**src/t16cag_pkg.sv**
```systemverilog
// shared constants and types for the 16x16 composite tile address generator
package t16cag_pkg;

  localparam int COMPOSITE_SIZE = 16;
  localparam int CSIZE_LOG2     = $clog2(COMPOSITE_SIZE);
  localparam int PART_SIDE      = 8;
  localparam int PART_PIXELS    = PART_SIDE * PART_SIDE;
  localparam int PIX_CNT_W      = $clog2(PART_PIXELS);
  localparam int COMP_W         = 12;
  localparam int AW_W           = 11;
  localparam int PER_ROW_W      = AW_W - CSIZE_LOG2;
  localparam int DIV_STEPS      = COMP_W;
  localparam int DIV_CNT_W      = $clog2(DIV_STEPS);
  localparam int CFG_DATA_W     = 11;

  typedef enum logic {
    REG_SHEET_BASE  = 1'b0,
    REG_ATLAS_WIDTH = 1'b1
  } cfg_reg_t;

  typedef struct packed {
    logic [COMP_W-1:0]    quot;
    logic [PER_ROW_W-1:0] rem;
    logic [1:0]           quadrant;
    logic [9:0]           tile_id;
    logic                 flip_v;
    logic                 flip_h;
  } part_t;

endpackage

```
**src/t16cag_div.sv**
```systemverilog
// front stage: holds one part and splits its composite index into atlas row and column
module t16cag_div (
  input  logic                                clk,
  input  logic                                rst_n,
  input  logic                                in_valid,
  output logic                                in_ready,
  input  logic [t16cag_pkg::COMP_W-1:0]       in_composite_index,
  input  logic [1:0]                          in_quadrant,
  input  logic [9:0]                          in_part_tile_id,
  input  logic                                in_flip_vertical,
  input  logic                                in_flip_horizontal,
  input  logic [t16cag_pkg::PER_ROW_W-1:0]    per_row,
  input  logic                                part_take,
  output logic                                part_valid,
  output t16cag_pkg::part_t                   part
);

  logic                                 busy_r;
  logic                                 done_r;
  logic [t16cag_pkg::DIV_CNT_W-1:0]     cnt_r;
  logic [t16cag_pkg::COMP_W-1:0]        q_r;
  logic [t16cag_pkg::PER_ROW_W-1:0]     rem_r;
  logic [1:0]                           quad_r;
  logic [9:0]                           id_r;
  logic                                 fv_r;
  logic                                 fh_r;
  logic [t16cag_pkg::PER_ROW_W:0]       shifted;
  logic [t16cag_pkg::PER_ROW_W:0]       diff;
  logic                                 qbit;
  logic                                 accept;

  assign in_ready = !busy_r && !done_r;
  assign accept   = in_valid && in_ready;

  assign shifted = {rem_r, q_r[t16cag_pkg::COMP_W-1]};
  assign diff    = shifted - {1'b0, per_row};
  assign qbit    = shifted >= {1'b0, per_row};

  always_ff @(posedge clk) begin
    if (!rst_n) begin
      busy_r <= 1'b0;
      done_r <= 1'b0;
      cnt_r  <= '0;
    end else if (accept) begin
      busy_r <= 1'b1;
      cnt_r  <= '0;
    end else if (busy_r) begin
      cnt_r <= cnt_r + 1'b1;
      if (cnt_r == t16cag_pkg::DIV_CNT_W'(t16cag_pkg::DIV_STEPS - 1)) begin
        busy_r <= 1'b0;
        done_r <= 1'b1;
      end
    end else if (done_r && part_take) begin
      done_r <= 1'b0;
    end
  end

  always_ff @(posedge clk) begin
    if (accept) begin
      q_r    <= in_composite_index;
      rem_r  <= '0;
      quad_r <= in_quadrant;
      id_r   <= in_part_tile_id;
      fv_r   <= in_flip_vertical;
      fh_r   <= in_flip_horizontal;
    end else if (busy_r) begin
      q_r   <= {q_r[t16cag_pkg::COMP_W-2:0], qbit};
      rem_r <= qbit ? diff[t16cag_pkg::PER_ROW_W-1:0] : shifted[t16cag_pkg::PER_ROW_W-1:0];
    end
  end

  assign part_valid = done_r;
  assign part       = {q_r, rem_r, quad_r, id_r, fv_r, fh_r};

endmodule

```
**src/tile16_compose_address_gen_top.sv**
```systemverilog
// top level: config registers, pixel sequencer and three-stage address pipeline
//
//  channel | direction | beat contents
//  in_     | in        | composite index, quadrant, tile id, flip flags
//  out_    | out       | source index, dest index, last pixel flag
//  cfg_    | in        | register index, write data
//
// the sequencer issues the 64 pixels of a part one per cycle while out_ready does not stall
// the index split of each part runs overlapped with the previous part
// first pixel passes the divider, sequencer and p1, p2 and out registers before out_, then one per cycle
// a stall on out_ready holds the whole pixel pipeline in place
// synchronous active-low reset empties every stage and restores the registers
module tile16_compose_address_gen_top (
  input  logic                                clk,
  input  logic                                rst_n,
  input  logic                                in_valid,
  output logic                                in_ready,
  input  logic [t16cag_pkg::COMP_W-1:0]       in_composite_index,
  input  logic [1:0]                          in_quadrant,
  input  logic [9:0]                          in_part_tile_id,
  input  logic                                in_flip_vertical,
  input  logic                                in_flip_horizontal,
  output logic                                out_valid,
  input  logic                                out_ready,
  output logic [20:0]                         out_source_index,
  output logic [19:0]                         out_dst_index,
  output logic                                out_last_pixel,
  input  logic                                cfg_valid,
  output logic                                cfg_ready,
  input  t16cag_pkg::cfg_reg_t                cfg_index,
  input  logic [t16cag_pkg::CFG_DATA_W-1:0]   cfg_data
);

  logic [7:0]                              sheet_base_r;
  logic [t16cag_pkg::AW_W-1:0]             atlas_width_r;
  logic [t16cag_pkg::PER_ROW_W-1:0]        aw_tiles;
  logic [t16cag_pkg::PER_ROW_W-1:0]        per_row;
  t16cag_pkg::part_t                       part;
  logic                                    part_valid;
  logic                                    part_take;

  logic                                    adv;
  logic                                    issue;
  logic                                    active_r;
  logic [t16cag_pkg::PIX_CNT_W-1:0]        cnt_r;
  logic                                    cnt_last;
  logic [15:0]                             base_y_r;
  logic [t16cag_pkg::AW_W-1:0]             base_x_r;
  logic [8:0]                              sheet_r;
  logic [1:0]                              trow_r;
  logic [3:0]                              tcol_r;
  logic                                    fv_r;
  logic                                    fh_r;
  logic [2:0]                              py;
  logic [2:0]                              px;
  logic [2:0]                              sy;
  logic [2:0]                              sx;

  logic                                    p1_valid_r;
  logic [15:0]                             p1_row_r;
  logic [t16cag_pkg::AW_W-1:0]             p1_col_r;
  logic [20:0]                             p1_src_r;
  logic                                    p1_last_r;
  logic                                    p2_valid_r;
  logic [26:0]                             prod;
  logic [19:0]                             p2_prod_r;
  logic [t16cag_pkg::AW_W-1:0]             p2_col_r;
  logic [20:0]                             p2_src_r;
  logic                                    p2_last_r;
  logic                                    out_valid_r;
  logic [20:0]                             out_src_r;
  logic [19:0]                             out_dst_r;
  logic                                    out_last_r;

  // configuration registers
  assign cfg_ready = 1'b1;

  always_ff @(posedge clk) begin
    if (!rst_n) begin
      sheet_base_r  <= '0;
      atlas_width_r <= t16cag_pkg::AW_W'(128);
    end else if (cfg_valid && cfg_ready) begin
      case (cfg_index)
        t16cag_pkg::REG_SHEET_BASE:  sheet_base_r  <= cfg_data[7:0];
        t16cag_pkg::REG_ATLAS_WIDTH: atlas_width_r <= cfg_data[t16cag_pkg::AW_W-1:0];
        default: ;
      endcase
    end
  end

  // composites per atlas row, never zero
  assign aw_tiles = atlas_width_r[t16cag_pkg::AW_W-1:t16cag_pkg::CSIZE_LOG2];
  assign per_row  = (aw_tiles == '0) ? t16cag_pkg::PER_ROW_W'(1) : aw_tiles;

  t16cag_div u_div (
    .clk                (clk),
    .rst_n              (rst_n),
    .in_valid           (in_valid),
    .in_ready           (in_ready),
    .in_composite_index (in_composite_index),
    .in_quadrant        (in_quadrant),
    .in_part_tile_id    (in_part_tile_id),
    .in_flip_vertical   (in_flip_vertical),
    .in_flip_horizontal (in_flip_horizontal),
    .per_row            (per_row),
    .part_take          (part_take),
    .part_valid         (part_valid),
    .part               (part)
  );

  // pixel sequencer
  assign adv       = !out_valid_r || out_ready;
  assign issue     = active_r && adv;
  assign cnt_last  = cnt_r == t16cag_pkg::PIX_CNT_W'(t16cag_pkg::PART_PIXELS - 1);
  assign part_take = part_valid && (!active_r || (issue && cnt_last));

  always_ff @(posedge clk) begin
    if (!rst_n) begin
      active_r <= 1'b0;
      cnt_r    <= '0;
    end else if (part_take) begin
      active_r <= 1'b1;
      cnt_r    <= '0;
    end else if (issue) begin
      cnt_r <= cnt_r + 1'b1;
      if (cnt_last) begin
        active_r <= 1'b0;
      end
    end
  end

  always_ff @(posedge clk) begin
    if (part_take) begin
      base_y_r <= {part.quot, part.quadrant[1], 3'b000};
      base_x_r <= {part.rem, part.quadrant[0], 3'b000};
      sheet_r  <= 9'(part.tile_id[7:6]) + 9'(sheet_base_r);
      trow_r   <= part.tile_id[5:4];
      tcol_r   <= part.tile_id[3:0];
      fv_r     <= part.flip_v;
      fh_r     <= part.flip_h;
    end
  end

  assign py = cnt_r[5:3];
  assign px = cnt_r[2:0];
  assign sy = fv_r ? ~py : py;
  assign sx = fh_r ? ~px : px;
  assign prod = 27'(p1_row_r) * 27'(atlas_width_r);

  // pipeline valids
  always_ff @(posedge clk) begin
    if (!rst_n) begin
      p1_valid_r  <= 1'b0;
      p2_valid_r  <= 1'b0;
      out_valid_r <= 1'b0;
    end else if (adv) begin
      p1_valid_r  <= active_r;
      p2_valid_r  <= p1_valid_r;
      out_valid_r <= p2_valid_r;
    end
  end

  // pipeline payload
  always_ff @(posedge clk) begin
    if (adv) begin
      p1_row_r  <= base_y_r + 16'(py);
      p1_col_r  <= base_x_r + t16cag_pkg::AW_W'(px);
      p1_src_r  <= {sheet_r, trow_r, sy, tcol_r, sx};
      p1_last_r <= cnt_last;
      p2_prod_r <= prod[19:0];
      p2_col_r  <= p1_col_r;
      p2_src_r  <= p1_src_r;
      p2_last_r <= p1_last_r;
      out_dst_r <= p2_prod_r + 20'(p2_col_r);
      out_src_r <= p2_src_r;
      out_last_r <= p2_last_r;
    end
  end

  assign out_valid        = out_valid_r;
  assign out_source_index = out_src_r;
  assign out_dst_index    = out_dst_r;
  assign out_last_pixel   = out_last_r;

endmodule

```
**config.mk**
```make
export PLATFORM = sky130hd
export DESIGN_NAME = tile16_compose_address_gen_top
export DESIGN_NICKNAME = d
export VERILOG_FILES = /design/src/t16cag_pkg.sv /design/src/t16cag_div.sv /design/src/tile16_compose_address_gen_top.sv
export SDC_FILE = /design/constraint.sdc
export NUM_CORES = 1
export LEC_CHECK = 0
export BUFFER_PORTS_ARGS = -buffer_cell sky130_fd_sc_hd__clkbuf_2
export CAP_MARGIN = 20
export CORE_UTILIZATION = 25
export CTS_CLUSTER_DIAMETER = 100
export CTS_CLUSTER_SIZE = 16
export DETAILED_ROUTE_END_ITERATION = 7
export GPL_ROUTABILITY_DRIVEN = 0
export PLACE_DENSITY = 0.44
export SETUP_SLACK_MARGIN = 0.02
export SKIP_CTS_REPAIR_TIMING = 1
export SYNTH_ARGS = -nofsm -noshare
export SYNTH_HDL_FRONTEND = slang
export SYNTH_HIERARCHICAL = 1
export SYNTH_SLANG_ARGS = --single-unit
```
**constraint.sdc**
```tcl
create_clock -name clk -period 5.9 [get_ports clk]
set_clock_uncertainty 0.1 [all_clocks]
set_input_delay 0.59 -clock clk [delete_from_list [all_inputs] [get_ports clk]]
set_output_delay 0.59 -clock clk [all_outputs]
set_load 0.05 [all_outputs]
```
Word-level counts from Yosys, hierarchy flattened
Index checks and enable logic that the tools add are counted.
Storage, ports and cells
  output and inout bits: 45
  bits in registers: 248
Operators by class
  multipliers: 1
  equal/unequal tests: 3
  order comparisons: 1
  $add $sub $neg: 7
  bitwise logic cells: 5
  mux-type cells: 15
  reductions and logical operators: 23
Operators by type and width (count)
  two-way mux 12 bit: 2
  adder 20 x 11 -> 20 bit: 1
  multiplier 16 x 11 -> 20 bit: 1
  adder 16 x 3 -> 16 bit: 1
  two-way mux 7 bit: 2
  adder 11 x 3 -> 11 bit: 1
  adder 2 x 8 -> 9 bit: 1
  two-way mux 1 bit: 9
  greater-or-equal comparator 8 x 7 -> 1 bit: 1
  nonzero test 2 bit: 4
  logical NOT 7 bit: 1
  subtractor 7 bit: 1
  adder 6 x 1 -> 6 bit (second input constant): 1
  equality test 6 bit (second input constant): 1
  logical AND 1 bit: 6
  two-way mux 3 bit: 2
  inverter 3 bit: 2
  AND reduction 2 bit: 3
  adder 4 x 1 -> 4 bit (second input constant): 1
  equality test 4 bit (second input constant): 1
  logical NOT 1 bit: 4
  OR reduction 2 bit: 2
  inverter 1 bit: 3
  AND reduction 3 bit: 1
  other kinds (2): 3

Logic depth before layout (Yosys ltp)
  depth in word-level cells: 9
  depth in mapped cells: 20
  depth with buffers taken out: 18

Modules after synthesis
The synthesis kept the hierarchy.
Modules (own cells, without submodules)
  tile16_compose_address_gen_top: times used 1, sequential area each 6045.8 µm², area an instance 12071.6 µm², cells an instance 975
  t16cag_div: times used 1, sequential area each 1041.0 µm², area an instance 1896.8 µm², cells an instance 183

Least setup slack after synthesis
OpenSTA, ideal clock, no wires.
  path kind: register -> register
  start point: reg atlas_width_r[3] (netlist bit)
  end point: reg p2_prod_r[19], data pin
  path slack: 0.689 ns
  cell stages (with the launch flop): 19
  arrival: 4.851 ns
  period minus slack after synthesis: 5.211 ns
  required time: 5.540 ns
  cells stage by stage: dfxtp_1 clkbuf_1 clkbuf_1 nand2_1 fa_1 fa_1 inv_1 fa_1 fa_1 inv_1 fa_1 inv_1 ha_1 a21oi_1 a31oi_1 or4_1 a31oi_1 o21ai_1 xnor2_1
On the way
  longest elaborated chain between the ends: 1
RTL lines
  start, declared: line tile16_compose_address_gen_top.sv:35  | logic [t16cag_pkg::AW_W-1:0] atlas_width_r;
  start signal, assigned: line tile16_compose_address_gen_top.sv:81  | atlas_width_r <= t16cag_pkg::AW_W'(128);
  start signal, assigned: line tile16_compose_address_gen_top.sv:85  | t16cag_pkg::REG_ATLAS_WIDTH: atlas_width_r <= cfg_data[t16cag_pkg::AW_W-1:0];
  multiplier 16 x 11 -> 20 bit: line tile16_compose_address_gen_top.sv:148  | assign prod = 27'(p1_row_r) * 27'(atlas_width_r);
  named net prod[19]: line tile16_compose_address_gen_top.sv:65  | logic [26:0] prod;
  end signal, assigned: line tile16_compose_address_gen_top.sv:170  | p2_prod_r <= prod[19:0];
  end, declared: line tile16_compose_address_gen_top.sv:66  | logic [19:0] p2_prod_r;
The timed path passes the listed nets, and every way through them passes these cells.
A chain may end at the register's enable or synchronous reset.

Worst setup path after layout
  start point: reg p1_row_r[3]
  end point: reg p2_prod_r[19], data pin
On the way
  longest elaborated chain between the ends: 1
RTL lines
  start, declared: line tile16_compose_address_gen_top.sv:60  | logic [15:0] p1_row_r;
  start signal, assigned: line tile16_compose_address_gen_top.sv:166  | p1_row_r <= base_y_r + 16'(py);
  multiplier 16 x 11 -> 20 bit: line tile16_compose_address_gen_top.sv:148
  named net prod[19]: line tile16_compose_address_gen_top.sv:65
The timed path passes the listed nets, and every way through them passes these cells.

==> run_results.csv <==
group,metric,value,unit
place,post-dp-hpwl,21600,um
floorplan,fp.dieArea,56600,um2
global_route,grt_pass1_wl,46000,um
layout,final_common_cell,"edfxtp_1",
routing,drt.antenna.violating_nets,0,
clock_tree,htreeDepth,1,
clock_tree,path_clk_slew,0.08,ns
setup_path,cp-end-kind,"flip-flop",
setup_path,start_kind,"flip-flop",
sta,slew_violations,0,
power_and_ir_drop,peakVddDrop,0.160,mV
floorplan,num_rows,86,
sta,fin_crit_sh,0.925,
sta,setup_tns,0,ns
sta,tightest_slew,0.970,ns
routing,post_drt_wl_per_cell,14.5,um
layout,syn2layout_area_growth,13.3,%
sta,hold_viol,0,
global_route,grt_pass1_vias,8248,
routing,wl,28900,um
place,place_ws,0.483,ns
clock_tree,cts_tree,"built",
global_route,grt_start_max_net_pins,86,
sta,fmax,183,MHz
status,outcome,"finished, final reports clean",
yosys,syn-num-nets,1370,
min_path,hold_path_class,"input pin to flip-flop",
layout,regArea,7030,um2
layout,final_cell_mix,"206 x edfxtp_1, 161 x nand2_1, 157 x inv_1, 109 x fa_1, 84 x clkbuf_2",
floorplan,initial_core_util,0.253,
clock_tree,cts_buffer_depth,3,
setup_path,startpoint,"p1_row_r[3]$_DFFE_PN_",
layout,drive_above_1_share,0.111,
setup_path,worstSetupPathType,"flip-flop to flip-flop",
sta,fin_ws,0.441,ns
sta,fin_crit,5.46,ns
global_route,antenna_found_initial,0,
layout,diodes,0,
run,cap_violations,0,
clock_tree,insertion_delay,0.53,ns
sta,grt_setup_unrepaired,"no",
layout,multi_input_area,6080,um2
clock_tree,cts_root_buf,"clkbuf_16",
setup_path,required,6.04,ns
routing,dr.pass1.iters,6,
floorplan,die_y,238,um
yosys,synthCells,1156,
floorplan,core_region_area,55000,um2
yosys,avgSynthCellArea,12.0,um2
sta,finalSetupViolCount,0,
power_and_ir_drop,leakage,6.61,nW
min_path,hp-start,"in_quadrant[1]",
routing,drcViolationCount,0,
setup_path,cp.arrival,5.60,ns
clock_tree,cts_sinks,248,
setup_path,r2r-start,"p1_row_r[3]$_DFFE_PN_",
routing,drt_iter0_drc,262,
clock_tree,cts_made_buffers,19,
yosys,netlist_area,13900,um2
setup_path,crit_fanout,11,
global_route,gr-total-overflow,0,
floorplan,die_x,238,um
place,io_buffers,84,
routing,vias,7985,
sta,slew_headroom,0.352,
power_and_ir_drop,p_per_area,276,nW/um2
place,dpl.cell_count,1959,
global_route,grt_usage,0.103,
layout,fin_cells,1993,
routing,avgViaCountPerCell,4.01,
yosys,yosys_warnings,6,
layout,final_nets,1446,
layout,fill_cells,5734,
floorplan,io_pins,88,
-- sequential cells by signal, indices dropped and copies added (netlist names), 6 cells and up --
register	count
out_source_index	21
p1_src_r	21
p2_src_r	21
out_dst_index	20
p2_prod_r	20
p1_row_r	16
base_y_r	13
u_div/q_r	12
atlas_width_r	11
p1_col_r	11
p2_col_r	11
sheet_r	9
base_x_r	8
sheet_base_r	8
u_div/id_r	8
u_div/rem_r	7
cnt_r	6
-- worst max-delay path, cell delays in order (launching register included) --
cell and delay, ns:
edfxtp_1 0.58, and2_1 0.27, fa_1 0.51, fa_1 0.52, fa_1 0.51, fa_1 0.55
inv_1 0.06, fa_1 0.53, inv_1 0.04, ha_1 0.34, a21oi_1 0.21, a31oi_1 0.13
or4_1 0.41, a31oi_1 0.19, o21ai_1 0.11, xnor2_1 0.12
-- report_power, final --
group          switching [mW]  total [mW]  internal, mW
Clock                   0.605        1.23         0.623
Sequential              0.101        2.15          2.05
Combinational           0.613       0.967         0.353
Total                    1.32        4.35          3.03
-- stage by stage --
stage	utilization	hold WS (ns)	area (um2)	power (mW)
floorplan	-	0.300	13900	2.93
global placement	0.277	0.301	15200	3.16
detailed placement	0.277	0.305	15200	3.17
CTS	0.287	0.110	15800	4.43
global route	0.287	0.121	15800	4.59
finish	0.287	0.133	15800	4.35
-- metal layers --
metal  global-route usage  share of wire  wire (um)  vias to the layer above
met5                    0              0          0                        -
met4               0.0266          0.023        657                        0
met3               0.0175          0.047       1350                       30
met2                0.164           0.44      12800                      139
met1                0.145           0.49      14000                     3884
li1                     -              -          -                     3932
-- area by class of cell --
class / instances / area share
clock inverter: 2 / 0.00111
clock buffer: 32 / 0.0339
tap: 748 / 0.0594
inverter: 159 / 0.0382
multi-input combinational: 701 / 0.386
timing repair buffer: 103 / 0.0357
sequential: 248 / 0.446
-- path summary, 6_finish.rpt --
kind / to / slack [ns] / depth (start not counted)
hold / removal: u_div/quad_r[1]$_DFFE_PP_ / 0.13 / 1
setup / recovery: p2_prod_r[19]$_DFFE_PN_ / 0.44 / 15
hold reg to reg: p1_row_r[13]$_DFFE_PN_ / 0.31 / 0
setup reg to reg: p2_prod_r[19]$_DFFE_PN_ / 0.44 / 15
(Power assumes the default switching activity.)
